$ cat src/sv/cpk_pkg.sv
// cpk_pkg: shared constants, register codes and the control struct that
// travels from the front end through the queue to the byte packer.
// no dependencies.
`default_nettype none

package cpk_pkg;

    // default generator width and register reset values
    localparam int GEN_BITS_DEF = 17;
    localparam int GEN_RESET    = 11;
    localparam logic MODE_RESET = 1'b0;
    localparam logic [2:0] PAD_RESET = 3'd0;

    localparam int BYTE_BITS = 8;
    localparam int NIB_BITS  = 4;
    localparam int CFG_IDX_W = 2;

    // word mode codes
    localparam logic MODE_NIBBLE = 1'b0;
    localparam logic MODE_BYTE   = 1'b1;

    // configuration register indexes
    typedef enum logic [CFG_IDX_W-1:0] {
        REG_GEN_POLY  = 2'd0,
        REG_WORD_MODE = 2'd1,
        REG_PAD_BITS  = 2'd2
    } cfg_reg_t;

    // per-item control captured by the front end
    typedef struct packed {
        logic       hdr;      // header byte goes out before this item's bytes
        logic [2:0] hdr_val;  // padding count carried in the header
        logic [2:0] pad;      // zero bits ahead of the first codeword
        logic       mode;     // word mode at accept time
    } cpk_ctl_t;

endpackage

`default_nettype wire

$ cat src/sv/cpk_front.sv
// cpk_front: accepts input beats, marks the first item for the header and
// computes the crc remainders of the datawords. depends on cpk_pkg.
`default_nettype none

module cpk_front #(
    parameter int GEN_BITS = cpk_pkg::GEN_BITS_DEF
) (
    input  logic                         clk,
    input  logic                         rst_n,
    input  logic                         data_valid,
    output logic                         data_stall,
    input  logic [7:0]                   data_byte,
    input  logic [GEN_BITS-2:0]          poly_low,
    input  logic [$clog2(GEN_BITS)-1:0]  gen_r,
    input  logic                         word_mode,
    input  logic [2:0]                   pad_bits,
    input  logic                         q_full,
    output logic                         q_push,
    output cpk_pkg::cpk_ctl_t            q_ctl,
    output logic [$clog2(GEN_BITS)-1:0]  q_r,
    output logic [7:0]                   q_data,
    output logic [GEN_BITS-2:0]          rem_a,
    output logic [GEN_BITS-2:0]          rem_b
);

    logic header_done_reg;
    logic header_done_next;
    logic accept;

    // four msb-first steps of the crc shift register, generator aligned to the top
    function automatic logic [GEN_BITS-2:0] crc_nib(
        input logic [GEN_BITS-2:0] seed,
        input logic [3:0]          nib,
        input logic [GEN_BITS-2:0] poly
    );
        logic [GEN_BITS-2:0] c;
        logic                fb;
        c = seed;
        for (int i = cpk_pkg::NIB_BITS - 1; i >= 0; i--)
        begin
            fb = nib[i] ^ c[GEN_BITS-2];
            c  = c << 1;
            if (fb)
            begin
                c = c ^ poly;
            end
        end
        return c;
    endfunction

    // input handshake
    assign accept     = data_valid && !q_full;
    assign data_stall = q_full;
    assign q_push     = accept;

    // classify: header and padding only on the first item after reset
    always_comb
    begin
        q_ctl.hdr     = !header_done_reg;
        q_ctl.hdr_val = pad_bits;
        q_ctl.pad     = header_done_reg ? 3'd0 : pad_bits;
        q_ctl.mode    = word_mode;
    end

    assign q_r    = gen_r;
    assign q_data = data_byte;

    // high nibble from zero; low nibble continues it in byte mode
    assign rem_a = crc_nib('0, data_byte[7:4], poly_low);
    assign rem_b = crc_nib((word_mode == cpk_pkg::MODE_BYTE) ? rem_a : '0,
                           data_byte[3:0], poly_low);

    assign header_done_next = header_done_reg || accept;

    always_ff @(posedge clk or negedge rst_n)
    begin
        if (!rst_n)
        begin
            header_done_reg <= 1'b0;
        end
        else
        begin
            header_done_reg <= header_done_next;
        end
    end

endmodule

`default_nettype wire

$ cat src/sv/cpk_queue.sv
// cpk_queue: two-entry queue that decouples the crc front end from the
// byte packer. no dependencies.
`default_nettype none

module cpk_queue #(
    parameter int WIDTH = 8
) (
    input  logic             clk,
    input  logic             rst_n,
    input  logic             push,
    input  logic [WIDTH-1:0] push_data,
    output logic             full,
    input  logic             pop,
    output logic             pop_valid,
    output logic [WIDTH-1:0] pop_data
);

    logic [WIDTH-1:0] slot_reg [2];
    logic             wr_ptr_reg;
    logic             wr_ptr_next;
    logic             rd_ptr_reg;
    logic             rd_ptr_next;
    logic [1:0]       count_reg;
    logic [1:0]       count_next;

    assign full      = (count_reg == 2'd2);
    assign pop_valid = (count_reg != 2'd0);
    assign pop_data  = slot_reg[rd_ptr_reg];

    // pointer and occupancy update
    always_comb
    begin
        wr_ptr_next = push ? !wr_ptr_reg : wr_ptr_reg;
        rd_ptr_next = pop  ? !rd_ptr_reg : rd_ptr_reg;
        case ({push, pop})
            2'b10:   count_next = count_reg + 2'd1;
            2'b01:   count_next = count_reg - 2'd1;
            default: count_next = count_reg;
        endcase
    end

    always_ff @(posedge clk or negedge rst_n)
    begin
        if (!rst_n)
        begin
            wr_ptr_reg <= 1'b0;
            rd_ptr_reg <= 1'b0;
            count_reg  <= 2'd0;
        end
        else
        begin
            wr_ptr_reg <= wr_ptr_next;
            rd_ptr_reg <= rd_ptr_next;
            count_reg  <= count_next;
        end
    end

    // entry storage
    always_ff @(posedge clk)
    begin
        if (push)
        begin
            slot_reg[wr_ptr_reg] <= push_data;
        end
    end

endmodule

`default_nettype wire

$ cat src/sv/cpk_back.sv
// cpk_back: places codeword bits into a left-aligned bit accumulator and sends
// one byte beat per unstalled cycle via the output register. depends on cpk_pkg.
`default_nettype none

module cpk_back #(
    parameter int GEN_BITS = cpk_pkg::GEN_BITS_DEF
) (
    input  logic                         clk,
    input  logic                         rst_n,
    input  logic                         q_valid,
    output logic                         q_pop,
    input  cpk_pkg::cpk_ctl_t            q_ctl,
    input  logic [$clog2(GEN_BITS)-1:0]  q_r,
    input  logic [7:0]                   q_data,
    input  logic [GEN_BITS-2:0]          rem_a,
    input  logic [GEN_BITS-2:0]          rem_b,
    output logic                         result_valid,
    input  logic                         result_stall,
    output logic [7:0]                   out_byte,
    output logic                         is_header,
    output logic                         last_of_run
);

    // accumulator holds up to 7 pending bits plus the longest item
    localparam int AW   = 2 * GEN_BITS + 21;
    localparam int CW   = $clog2(AW);
    localparam int C1W  = GEN_BITS + 7;
    localparam int C2W  = GEN_BITS + 3;
    localparam int BB   = cpk_pkg::BYTE_BITS;

    logic [AW-1:0]  acc_reg;
    logic [AW-1:0]  acc_next;
    logic [CW-1:0]  cnt_reg;
    logic [CW-1:0]  cnt_next;
    logic           hdr_pend_reg;
    logic           hdr_pend_next;
    logic [2:0]     hdr_val_reg;
    logic [2:0]     hdr_val_next;
    logic           out_valid_reg;
    logic           out_valid_next;
    logic [7:0]     out_byte_reg;
    logic [7:0]     out_byte_next;
    logic           out_hdr_reg;
    logic           out_hdr_next;
    logic           out_last_reg;
    logic           out_last_next;

    logic           out_free;
    logic           emit_hdr;
    logic           emit_data;
    logic           load;
    logic [AW-1:0]  base_acc;
    logic [CW-1:0]  base_cnt;
    logic [CW-1:0]  off1;
    logic [CW-1:0]  off2;
    logic [CW-1:0]  gain;
    logic [C1W-1:0] cw1;
    logic [C2W-1:0] cw2;
    logic [AW-1:0]  ins1;
    logic [AW-1:0]  ins2;

    // what goes out this cycle
    assign out_free  = !out_valid_reg || !result_stall;
    assign emit_hdr  = out_free && hdr_pend_reg;
    assign emit_data = out_free && !hdr_pend_reg && (cnt_reg >= CW'(BB));

    // accumulator after this cycle's byte leaves
    assign base_acc = emit_data ? (acc_reg << BB) : acc_reg;
    assign base_cnt = emit_data ? (cnt_reg - CW'(BB)) : cnt_reg;

    // take the next item once less than a byte remains
    assign load  = q_valid && !hdr_pend_reg && (base_cnt < CW'(BB));
    assign q_pop = load;

    // codewords, left aligned; bits past the remainder length are zero
    always_comb
    begin
        if (q_ctl.mode == cpk_pkg::MODE_BYTE)
        begin
            cw1  = {q_data, rem_b};
            gain = CW'(BB) + CW'(q_r);
        end
        else
        begin
            cw1  = {q_data[7:4], rem_a, 4'b0000};
            gain = CW'(BB) + CW'(q_r) + CW'(q_r);
        end
        cw2  = {q_data[3:0], rem_b};
        off1 = base_cnt + CW'(q_ctl.pad);
        off2 = off1 + CW'(cpk_pkg::NIB_BITS) + CW'(q_r);
        ins1 = {cw1, {(AW - C1W){1'b0}}} >> off1;
        ins2 = (q_ctl.mode == cpk_pkg::MODE_BYTE) ? '0
             : ({cw2, {(AW - C2W){1'b0}}} >> off2);
    end

    // accumulator and header tracking
    always_comb
    begin
        acc_next      = base_acc;
        cnt_next      = base_cnt;
        hdr_pend_next = emit_hdr ? 1'b0 : hdr_pend_reg;
        hdr_val_next  = hdr_val_reg;
        if (load)
        begin
            acc_next      = base_acc | ins1 | ins2;
            cnt_next      = base_cnt + CW'(q_ctl.pad) + gain;
            hdr_pend_next = q_ctl.hdr;
            hdr_val_next  = q_ctl.hdr_val;
        end
    end

    // output register
    always_comb
    begin
        out_valid_next = out_valid_reg;
        out_byte_next  = out_byte_reg;
        out_hdr_next   = out_hdr_reg;
        out_last_next  = out_last_reg;
        if (out_free)
        begin
            out_valid_next = emit_hdr || emit_data;
            out_byte_next  = emit_hdr ? {5'b00000, hdr_val_reg} : acc_reg[AW-1 -: BB];
            out_hdr_next   = emit_hdr;
            out_last_next  = emit_data && (cnt_reg < CW'(2 * BB));
        end
    end

    always_ff @(posedge clk or negedge rst_n)
    begin
        if (!rst_n)
        begin
            acc_reg       <= '0;
            cnt_reg       <= '0;
            hdr_pend_reg  <= 1'b0;
            out_valid_reg <= 1'b0;
        end
        else
        begin
            acc_reg       <= acc_next;
            cnt_reg       <= cnt_next;
            hdr_pend_reg  <= hdr_pend_next;
            out_valid_reg <= out_valid_next;
        end
    end

    // payload registers
    always_ff @(posedge clk)
    begin
        hdr_val_reg  <= hdr_val_next;
        out_byte_reg <= out_byte_next;
        out_hdr_reg  <= out_hdr_next;
        out_last_reg <= out_last_next;
    end

    assign result_valid = out_valid_reg;
    assign out_byte     = out_byte_reg;
    assign is_header    = out_hdr_reg;
    assign last_of_run  = out_last_reg;

    // the header byte is always followed by data bytes of the same item
    a_hdr_not_last: assert property (@(posedge clk) disable iff (!rst_n)
        (result_valid && is_header) |-> !last_of_run)
        else $error("header beat marked as last of run");

    // every item brings at least one full byte
    a_load_gives_byte: assert property (@(posedge clk) disable iff (!rst_n)
        load |=> (hdr_pend_reg || (cnt_reg >= CW'(BB))))
        else $error("item loaded without a full byte available");

    // a pending header always has its item's bits behind it
    a_hdr_has_bits: assert property (@(posedge clk) disable iff (!rst_n)
        hdr_pend_reg |-> (cnt_reg >= CW'(BB)))
        else $error("header pending with no data bits");

endmodule

`default_nettype wire

$ cat src/sv/crc_codeword_packer.sv
// crc_codeword_packer: crc codeword encoder with a configurable generator,
// packed msb first into a byte stream with a leading padding header.
// path: an accepted beat passes the queue, bit accumulator and output register.
// throughput: one result beat per cycle while result_stall is low; an item yields
// 1 to 6 data bytes at the default width, plus the header byte on the first item.
// reset: clears pending bits, the header flag and the queue; registers to defaults.
`default_nettype none

module crc_codeword_packer #(
    parameter int GEN_BITS = cpk_pkg::GEN_BITS_DEF
) (
    input  logic                                   clk,
    input  logic                                   rst_n,
    input  logic                                   data_valid,
    output logic                                   data_stall,
    input  logic [7:0]                             data_byte,
    output logic                                   result_valid,
    input  logic                                   result_stall,
    output logic [7:0]                             out_byte,
    output logic                                   is_header,
    output logic                                   last_of_run,
    input  logic                                   cfg_valid,
    output logic                                   cfg_ready,
    input  logic [cpk_pkg::CFG_IDX_W-1:0]          cfg_index,
    input  logic [((GEN_BITS > 3) ? GEN_BITS : 3)-1:0] cfg_data
);

    localparam int RW = $clog2(GEN_BITS);
    localparam int QW = $bits(cpk_pkg::cpk_ctl_t) + RW + 8 + 2 * (GEN_BITS - 1);

    // degree of the generator: position of its top set bit, zero for a zero generator
    function automatic logic [RW-1:0] gen_r_of(input logic [GEN_BITS-1:0] g);
        logic [RW-1:0] r;
        r = '0;
        for (int b = 0; b < GEN_BITS; b++)
        begin
            if (g[b])
            begin
                r = RW'(b);
            end
        end
        return r;
    endfunction

    // generator shifted so its top bit sits just above the crc register
    function automatic logic [GEN_BITS-2:0] gen_low_of(
        input logic [GEN_BITS-1:0] g,
        input logic [RW-1:0]       r
    );
        logic [GEN_BITS-1:0] a;
        a = g << (GEN_BITS - 1 - int'(r));
        return a[GEN_BITS-2:0];
    endfunction

    localparam logic [GEN_BITS-1:0] GEN_RST = GEN_BITS'(cpk_pkg::GEN_RESET);
    localparam logic [RW-1:0]       R_RST   = gen_r_of(GEN_RST);
    localparam logic [GEN_BITS-2:0] LOW_RST = gen_low_of(GEN_RST, R_RST);

    logic [RW-1:0]       gen_r_reg;
    logic [RW-1:0]       gen_r_next;
    logic [GEN_BITS-2:0] poly_low_reg;
    logic [GEN_BITS-2:0] poly_low_next;
    logic                mode_reg;
    logic                mode_next;
    logic [2:0]          pad_reg;
    logic [2:0]          pad_next;
    logic [RW-1:0]       cfg_r;
    logic [GEN_BITS-2:0] cfg_low;

    cpk_pkg::cpk_ctl_t   f_ctl;
    logic [RW-1:0]       f_r;
    logic [7:0]          f_data;
    logic [GEN_BITS-2:0] f_rem_a;
    logic [GEN_BITS-2:0] f_rem_b;
    logic                q_push;
    logic                q_full;
    logic                q_pop;
    logic                q_valid;
    logic [QW-1:0]       q_pop_data;
    cpk_pkg::cpk_ctl_t   b_ctl;
    logic [RW-1:0]       b_r;
    logic [7:0]          b_data;
    logic [GEN_BITS-2:0] b_rem_a;
    logic [GEN_BITS-2:0] b_rem_b;

    // configuration writes, generator decoded once at write time
    assign cfg_ready = 1'b1;
    assign cfg_r     = gen_r_of(cfg_data[GEN_BITS-1:0]);
    assign cfg_low   = gen_low_of(cfg_data[GEN_BITS-1:0], cfg_r);

    always_comb
    begin
        gen_r_next    = gen_r_reg;
        poly_low_next = poly_low_reg;
        mode_next     = mode_reg;
        pad_next      = pad_reg;
        if (cfg_valid && cfg_ready)
        begin
            case (cpk_pkg::cfg_reg_t'(cfg_index))
                cpk_pkg::REG_GEN_POLY:
                begin
                    gen_r_next    = cfg_r;
                    poly_low_next = cfg_low;
                end
                cpk_pkg::REG_WORD_MODE:
                begin
                    mode_next = cfg_data[0];
                end
                cpk_pkg::REG_PAD_BITS:
                begin
                    pad_next = cfg_data[2:0];
                end
                default:
                begin
                end
            endcase
        end
    end

    always_ff @(posedge clk or negedge rst_n)
    begin
        if (!rst_n)
        begin
            gen_r_reg    <= R_RST;
            poly_low_reg <= LOW_RST;
            mode_reg     <= cpk_pkg::MODE_RESET;
            pad_reg      <= cpk_pkg::PAD_RESET;
        end
        else
        begin
            gen_r_reg    <= gen_r_next;
            poly_low_reg <= poly_low_next;
            mode_reg     <= mode_next;
            pad_reg      <= pad_next;
        end
    end

    // front end: accept and crc
    cpk_front #(
        .GEN_BITS (GEN_BITS)
    ) u_front (
        .clk        (clk),
        .rst_n      (rst_n),
        .data_valid (data_valid),
        .data_stall (data_stall),
        .data_byte  (data_byte),
        .poly_low   (poly_low_reg),
        .gen_r      (gen_r_reg),
        .word_mode  (mode_reg),
        .pad_bits   (pad_reg),
        .q_full     (q_full),
        .q_push     (q_push),
        .q_ctl      (f_ctl),
        .q_r        (f_r),
        .q_data     (f_data),
        .rem_a      (f_rem_a),
        .rem_b      (f_rem_b)
    );

    // queue between front end and packer
    cpk_queue #(
        .WIDTH (QW)
    ) u_queue (
        .clk       (clk),
        .rst_n     (rst_n),
        .push      (q_push),
        .push_data ({f_ctl, f_r, f_data, f_rem_a, f_rem_b}),
        .full      (q_full),
        .pop       (q_pop),
        .pop_valid (q_valid),
        .pop_data  (q_pop_data)
    );

    assign {b_ctl, b_r, b_data, b_rem_a, b_rem_b} = q_pop_data;

    // back end: bit packing and result beats
    cpk_back #(
        .GEN_BITS (GEN_BITS)
    ) u_back (
        .clk          (clk),
        .rst_n        (rst_n),
        .q_valid      (q_valid),
        .q_pop        (q_pop),
        .q_ctl        (b_ctl),
        .q_r          (b_r),
        .q_data       (b_data),
        .rem_a        (b_rem_a),
        .rem_b        (b_rem_b),
        .result_valid (result_valid),
        .result_stall (result_stall),
        .out_byte     (out_byte),
        .is_header    (is_header),
        .last_of_run  (last_of_run)
    );

endmodule

`default_nettype wire
$ cat config.mk
export PLATFORM = sky130hd
export DESIGN_NAME = crc_codeword_packer
export DESIGN_NICKNAME = d
export VERILOG_FILES = /design/src/sv/cpk_pkg.sv /design/src/sv/cpk_front.sv /design/src/sv/cpk_queue.sv /design/src/sv/cpk_back.sv /design/src/sv/crc_codeword_packer.sv
export SDC_FILE = /design/constraint.sdc
export NUM_CORES = 1
export LEC_CHECK = 0
export BUFFER_PORTS_ARGS = -buffer_cell sky130_fd_sc_hd__clkbuf_2
export CORE_AREA = 10 10 172 174
export DETAILED_ROUTE_END_ITERATION = 8
export DIE_AREA = 0 0 182 184
export HOLD_SLACK_MARGIN = 0.15
export PLACE_DENSITY = 0.77
export REMOVE_ABC_BUFFERS = 1
export SETUP_SLACK_MARGIN = 0.4
export SYNTH_ARGS = -nofsm -noshare
export SYNTH_HDL_FRONTEND = slang
export SYNTH_SLANG_ARGS = --single-unit
$ cat constraint.sdc
create_clock -name clk -period 9.9 [get_ports clk]
set_input_delay 1.98 -clock clk [delete_from_list [all_inputs] [get_ports clk]]
set_output_delay 1.98 -clock clk [all_outputs]
set_load 0.02 [all_outputs]
* After elaboration in Yosys (flattened, before gate mapping)
Memories as Yosys holds them, arrays and structs flattened.
Index checks and enable logic that the tools add are counted.
W data, S select, Z words.
** Cells by class
- Mux-type cells :: 39
- Bitwise gates (word level) :: 16
- Shift operators :: 3
- $add $sub $neg :: 10
- Eq/ne operators :: 5
- Magnitude comparators :: 3
- Reductions and logical operators :: 24
** Operators by type and width (count)
- $mux W55 :: 3
- $mux W16 :: 9
- $xor A16 B16 Y16 :: 7
- $or A55 B55 Y55 :: 2
- $shr A55 B6 Y55 :: 2
- $mux W5 :: 13
- $shl A17 B32 Y16 :: 1
- $mux W20 :: 1
- $mux W6 :: 3
- $add A6 B5 Y6 :: 2
- $logic_and A1 B1 Y1 :: 7
- $logic_not A1 Y1 :: 7
- $xor A1 B1 Y1 :: 7
- $add A4 B5 Y6 const A :: 1
- $add A6 B3 Y6 :: 1
- $add A6 B3 Y6 const B :: 1
- $add A6 B6 Y6 :: 1
- $eq A2 B2 Y1 const B :: 3
- $ge A6 B4 Y1 const B :: 1
- $lt A6 B4 Y1 const B :: 1
- $lt A6 B5 Y1 const B :: 1
- $mux W3 :: 2
- $reduce_and A2 Y1 :: 3
- $reduce_bool A2 Y1 :: 3
- other kinds (10) :: 18
** Word-level totals
- Bits in writable memories :: 106
- Memories kept :: 1
- Register bits after elaboration :: 106
- Word-level logic and storage cells :: 118
- Output and inout bits :: 13
- Input port bits :: 32
** Memory list
- u_queue.slot_reg :: depth 2, bits a word 53, read ports 1, clocked after Yosys merged registers in 0, write ports 1, RTL line cpk_queue.sv:18 : logic [WIDTH-1:0] slot_reg [2];

* Logic depth before layout (Yosys ltp)
- Depth in word-level cells :: 18
- Gate-level depth with buffers :: 24
- Mapped depth without buffers :: 18

* Modules after synthesis
From an unflattened synthesis, not the netlist that was laid out.
** Unflattened totals
- Cell total of the unflattened synthesis :: 1915
- Area, all modules :: 17933.4 um^2
** Modules (own cells, without submodules)
- cpk_back :: sequential area each 1966.9 um^2, cells each 899, area each 7647.3 um^2, instances 1
- cpk_queue :: sequential area each 3283.1 um^2, cells each 181, area each 4261.6 um^2, instances 1
- cpk_front :: sequential area each 25.0 um^2, cells each 615, area each 4112.7 um^2, instances 1
- crc_codeword_packer :: sequential area each 630.6 um^2, cells each 220, area each 1911.8 um^2, instances 1

* Worst setup path after synthesis
OpenSTA, ideal clock, no wires.
- Path kind :: register -> register
- Start :: register u_queue.rd_ptr_reg
- End :: register u_back.acc_reg[23]
- Path slack :: 3.403 ns
- Buffers on the path :: 8
- Period minus slack after synthesis :: 6.497 ns
- Stages on the path, launching flop included :: 25
- Library setup time :: 0.135 ns
- Data required time :: 9.765 ns
- Arrival :: 6.363 ns
- Path through :: dfrtp_1 -> buf_2 -> buf_1 -> clkbuf_1 -> buf_1 -> mux2_2 -> ha_1 -> fa_1 -> xor2_1 -> clkinv_1 -> clkbuf_1 -> clkbuf_1 -> ha_1 -> inv_1 -> ha_1 -> a21o_1 -> a21oi_1 -> xor2_1 -> clkbuf_1 -> clkbuf_1 -> nor2_1 -> a31oi_1 -> o22ai_1 -> a31oi_1 -> o22ai_1
** On the way
- Word-level cells in the longest chain between the ends :: 8
- Elaborated cells on any way between the ends :: 11
- Classes of those cells :: add/sub (3); shift (2); mux (3); bitwise (2); memory (1)
** Ends and longest elaborated chain
- start: declaration :: RTL line cpk_queue.sv:21 : logic rd_ptr_reg;
- start signal: assignment :: RTL line cpk_queue.sv:53 : rd_ptr_reg <= rd_ptr_next;
- $mem_v2 Z2 W53 *
- $add A6 B3 Y6 :: RTL line cpk_back.sv:89 : off1 = base_cnt + CW'(q_ctl.pad);
- $add A6 B3 Y6 :: RTL line cpk_back.sv:90 : off2 = off1 + CW'(cpk_pkg::NIB_BITS) + CW'(q_r);
- $add A6 B5 Y6 :: RTL line cpk_back.sv:90
- $shr A55 B6 Y55 :: RTL line cpk_back.sv:93 : : ({cw2, {(AW - C2W){1'b0}}} >> off2);
- $mux W55 :: RTL line cpk_back.sv:92 : ins2 = (q_ctl.mode == cpk_pkg::MODE_BYTE) ? '0
- $or A55 B55 Y55 * :: RTL line cpk_back.sv:105 : acc_next = base_acc | ins1 | ins2;
- $mux W55 * :: RTL line cpk_back.sv:103 : if (load)
- named net u_back.acc_next[23] :: RTL line cpk_back.sv:32 : logic [AW-1:0] acc_next;
- end signal: assignment :: RTL line cpk_back.sv:139 : acc_reg <= acc_next;
- end: declaration :: RTL line cpk_back.sv:31 : logic [AW-1:0] acc_reg;
The timed path passes the listed nets; every way through them passes the cells marked *.
A chain may end at the register's enable or synchronous reset.

* Final worst setup path
- Start :: register u_queue.rd_ptr_reg
- End :: register u_back.acc_reg[19]
Same word-level chain as after synthesis.

==> impl_metrics.yaml <==
setup_path:
  path_class: "reg2reg"
  cp.arrival_ns: 7.02
  start_kind: "flip-flop"
  cp_max_fo: 33
  crit_required_ns: 10.29
  cp-end-kind: "flip-flop"
finish:
  num-fill-cells: 2139
  fin_util_pct: 64.9
  layout_common_cells: "304 x nand2_1, 195 x nor2_1, 119 x edfxtp_1, 101 x o21ai_0, 90 x a21oi_1"
  drive_above_1_share_pct: 13.2
  nets: 1764
  n_antenna_cell: 0
  largest_reg_flops: 106
  layout_commonest_cell: "nand2_1"
  area_growth_pct: 8.41
cts:
  clock_sinks: 212
  clockBufferDepth: 3
  path_clk_slew_ns: 0.06
  htreeDepth: 1
  tritoncts: "done"
  cts_buffers: 24
  post_cts_buffers: 0
  postCtsHoldBufs: 0
  post_cts_resized: 0
  cts_root_buf: "clkbuf_16"
  clock_latency_ns: 0.54
global_route:
  grt_max_degree: 57
  grt.total_usage_pct: 27.7
  grt_pass1_wl_mm: 74.4
  overflow: 0
  grt_pass1_vias: 12746
  antenna_found_initial: 0
min_path:
  hold_path.class: "reg2reg"
floorplan:
  initial_core_util_pct: 59.8
  io_pins: 45
  die-width_um: 182
  rows: 59
  coreArea_um2: 25900
  die_height_um: 184
  die_area_um2: 33500
synthesis:
  synth_edf_count: 119
  yosys_warnings: 0
  synth_seq_cells: 212
  async_reset_ff_share_pct: 43.9
  ys.flop_type: "edfxtp_1"
  synth_seq_area_share_pct: 38.1
  synthCells: 1736
  netlist_area_um2: 15500
  synth.avg_cell_area_um2: 8.93
  ys_types: 70
detailed_routing:
  first_pass_iters: 7
  routed_wl_mm: 47.0
  viasPerCell: 6.51
  ant_nets: 0
  wl_per_cell_um: 22.8
  dr.first_iter.drc_count: 1376
  num_vias: 13412
  drc: 0
placement:
  gp_congestion: 0.988
  dp_hpwl_mm: 34.0
  port_buffers: 43
timing:
  final.period_utilization_pct: 67.0
  clock_skew_ns: 0.0225
  layout_min_cycle_time_ns: 6.63
  tns_ns: 0
  tightest_slew_ns: 1.12
  setup_violations: 0
  hold_violations: 0
  maxSlewViolCount: 0
  rsz0062_at_grt: "no"
  maxSlewHeadroom_pct: 25.2
  fmax_mhz: 151
run_status:
  status: "finished clean"
flow_run:
  drv_cap: 0
[layout make-up]
| class | count | area (um2) | area share (%) |
|---|---|---|---|
| clock buffer | 29 | 682 | 4.06 |
| clock inverter | 14 | 188 | 1.12 |
| timing repair buffer | 78 | 480 | 2.86 |
| multi-input combinational | 1358 | 9000 | 53.6 |
| sequential | 212 | 5910 | 35.2 |
| inverter | 33 | 124 | 0.737 |
| tap | 335 | 419 | 2.49 |
[synth_stat cells (12+ instances only)]
master,n,area [um2]
o21a_1,14,105
nor2b_1,16,100
and2_1,13,81.3
mux4_2,42,946
a22oi_1,15,113
edfxtp_1,119,3570
a31oi_1,20,125
and3_1,12,75.1
dfrtp_1,89,2230
nor3_1,26,130
mux2_2,35,394
ha_1,22,275
a21oi_1,90,450
nand3_1,37,185
o21ai_0,101,505
mux2i_1,85,851
xnor2_1,71,622
clkbuf_1,114,428
nand2_1,304,1140
o22ai_1,58,363
inv_1,29,109
xor2_1,41,359
nor2_1,198,743
a311oi_1,12,105
[worst paths after layout]
| kind | startpoint | end | slack, ns | cells after the start |
|---|---|---|---|---|
| hold / removal | gen_r_reg[2]$_DFFE_PN0P_ | u_queue.slot_reg[0][42]$_DFFE_PP_ | 0.48 | 0 |
| setup reg to reg | u_queue.rd_ptr_reg$_DFFE_PN0P_ | u_back.acc_reg[19]$_DFF_PN0_ | 3.27 | 18 |
| min in group asynchronous | rst_n | u_back.cnt_reg[3]$_DFF_PN0_ | 1.43 | 1 |
| setup / recovery | u_queue.rd_ptr_reg$_DFFE_PN0P_ | u_back.acc_reg[19]$_DFF_PN0_ | 3.27 | 18 |
| hold reg to reg | gen_r_reg[2]$_DFFE_PN0P_ | u_queue.slot_reg[0][42]$_DFFE_PP_ | 0.48 | 0 |
| max in group asynchronous | rst_n | u_back.acc_reg[4]$_DFF_PN0_ | 7.34 | 2 |
[critical path, stage by stage, from the launching register on]
cell	delay, ns
dfrtp_4	0.54
mux2_2	0.37
ha_1	0.21
fa_1	0.45
xor2_1	0.20
buf_4	0.32
clkinv_1	0.81
ha_1	0.66
fa_1	0.50
buf_4	0.29
inv_1	0.28
o21ai_0	0.57
nor2_1	0.08
a31oi_1	0.31
nor2_1	0.07
a22oi_1	0.20
o21ai_0	0.11
a211oi_1	0.33
o22ai_1	0.13
[kinds of logic (layout without fill, tap and decap cells)]
| logic type | after synthesis | after routing | synth area share (%) |
|---|---|---|---|
| AO/OA/AOI/OAI | 398 | 398 | 16.2 |
| XOR/XNOR | 117 | 117 | 6.99 |
| adder cells (fa/ha/maj) | 25 | 25 | 2.16 |
| buffers and inverters | 166 | 154 | 4.18 |
| flip-flops | 212 | 212 | 38.1 |
| multiplexers | 162 | 162 | 14.1 |
| other | 1 | 1 | 0.0242 |
| AND/OR/NAND/NOR | 655 | 655 | 18.2 |
[stage by stage]
| stage | hold slack, ns | instance area [um2] | setup WS (ns) | instances |
|---|---|---|---|---|
| 6_report | 0.483 | 16800 | 3.27 | 2059 |
| 5_1_grt | 0.498 | 16800 | 2.85 | 2059 |
| 4_1_cts | 0.478 | 16800 | 3.40 | 2059 |
| 3_5_place_dp | 0.466 | 15900 | 3.27 | 2016 |
| 3_3_place_gp | 0.446 | 15900 | 3.40 | 2016 |
| 2_1_floorplan | 0.437 | 15000 | 1.35 | 1603 |
[routing by layer]
metal / wire length, um / up-vias / track usage [%]
li1: - / 6196 / -
met1: 19100 / 6558 / 35.8
met2: 23500 / 564 / 47.7
met3: 2920 / 94 / 2.95
met4: 1520 / 0 / 8.82
met5: 0 / - / 0
Power is left out: the tool's default activity adds up to more than one toggle a clock period on the data nets, which glitch-free logic cannot reach.
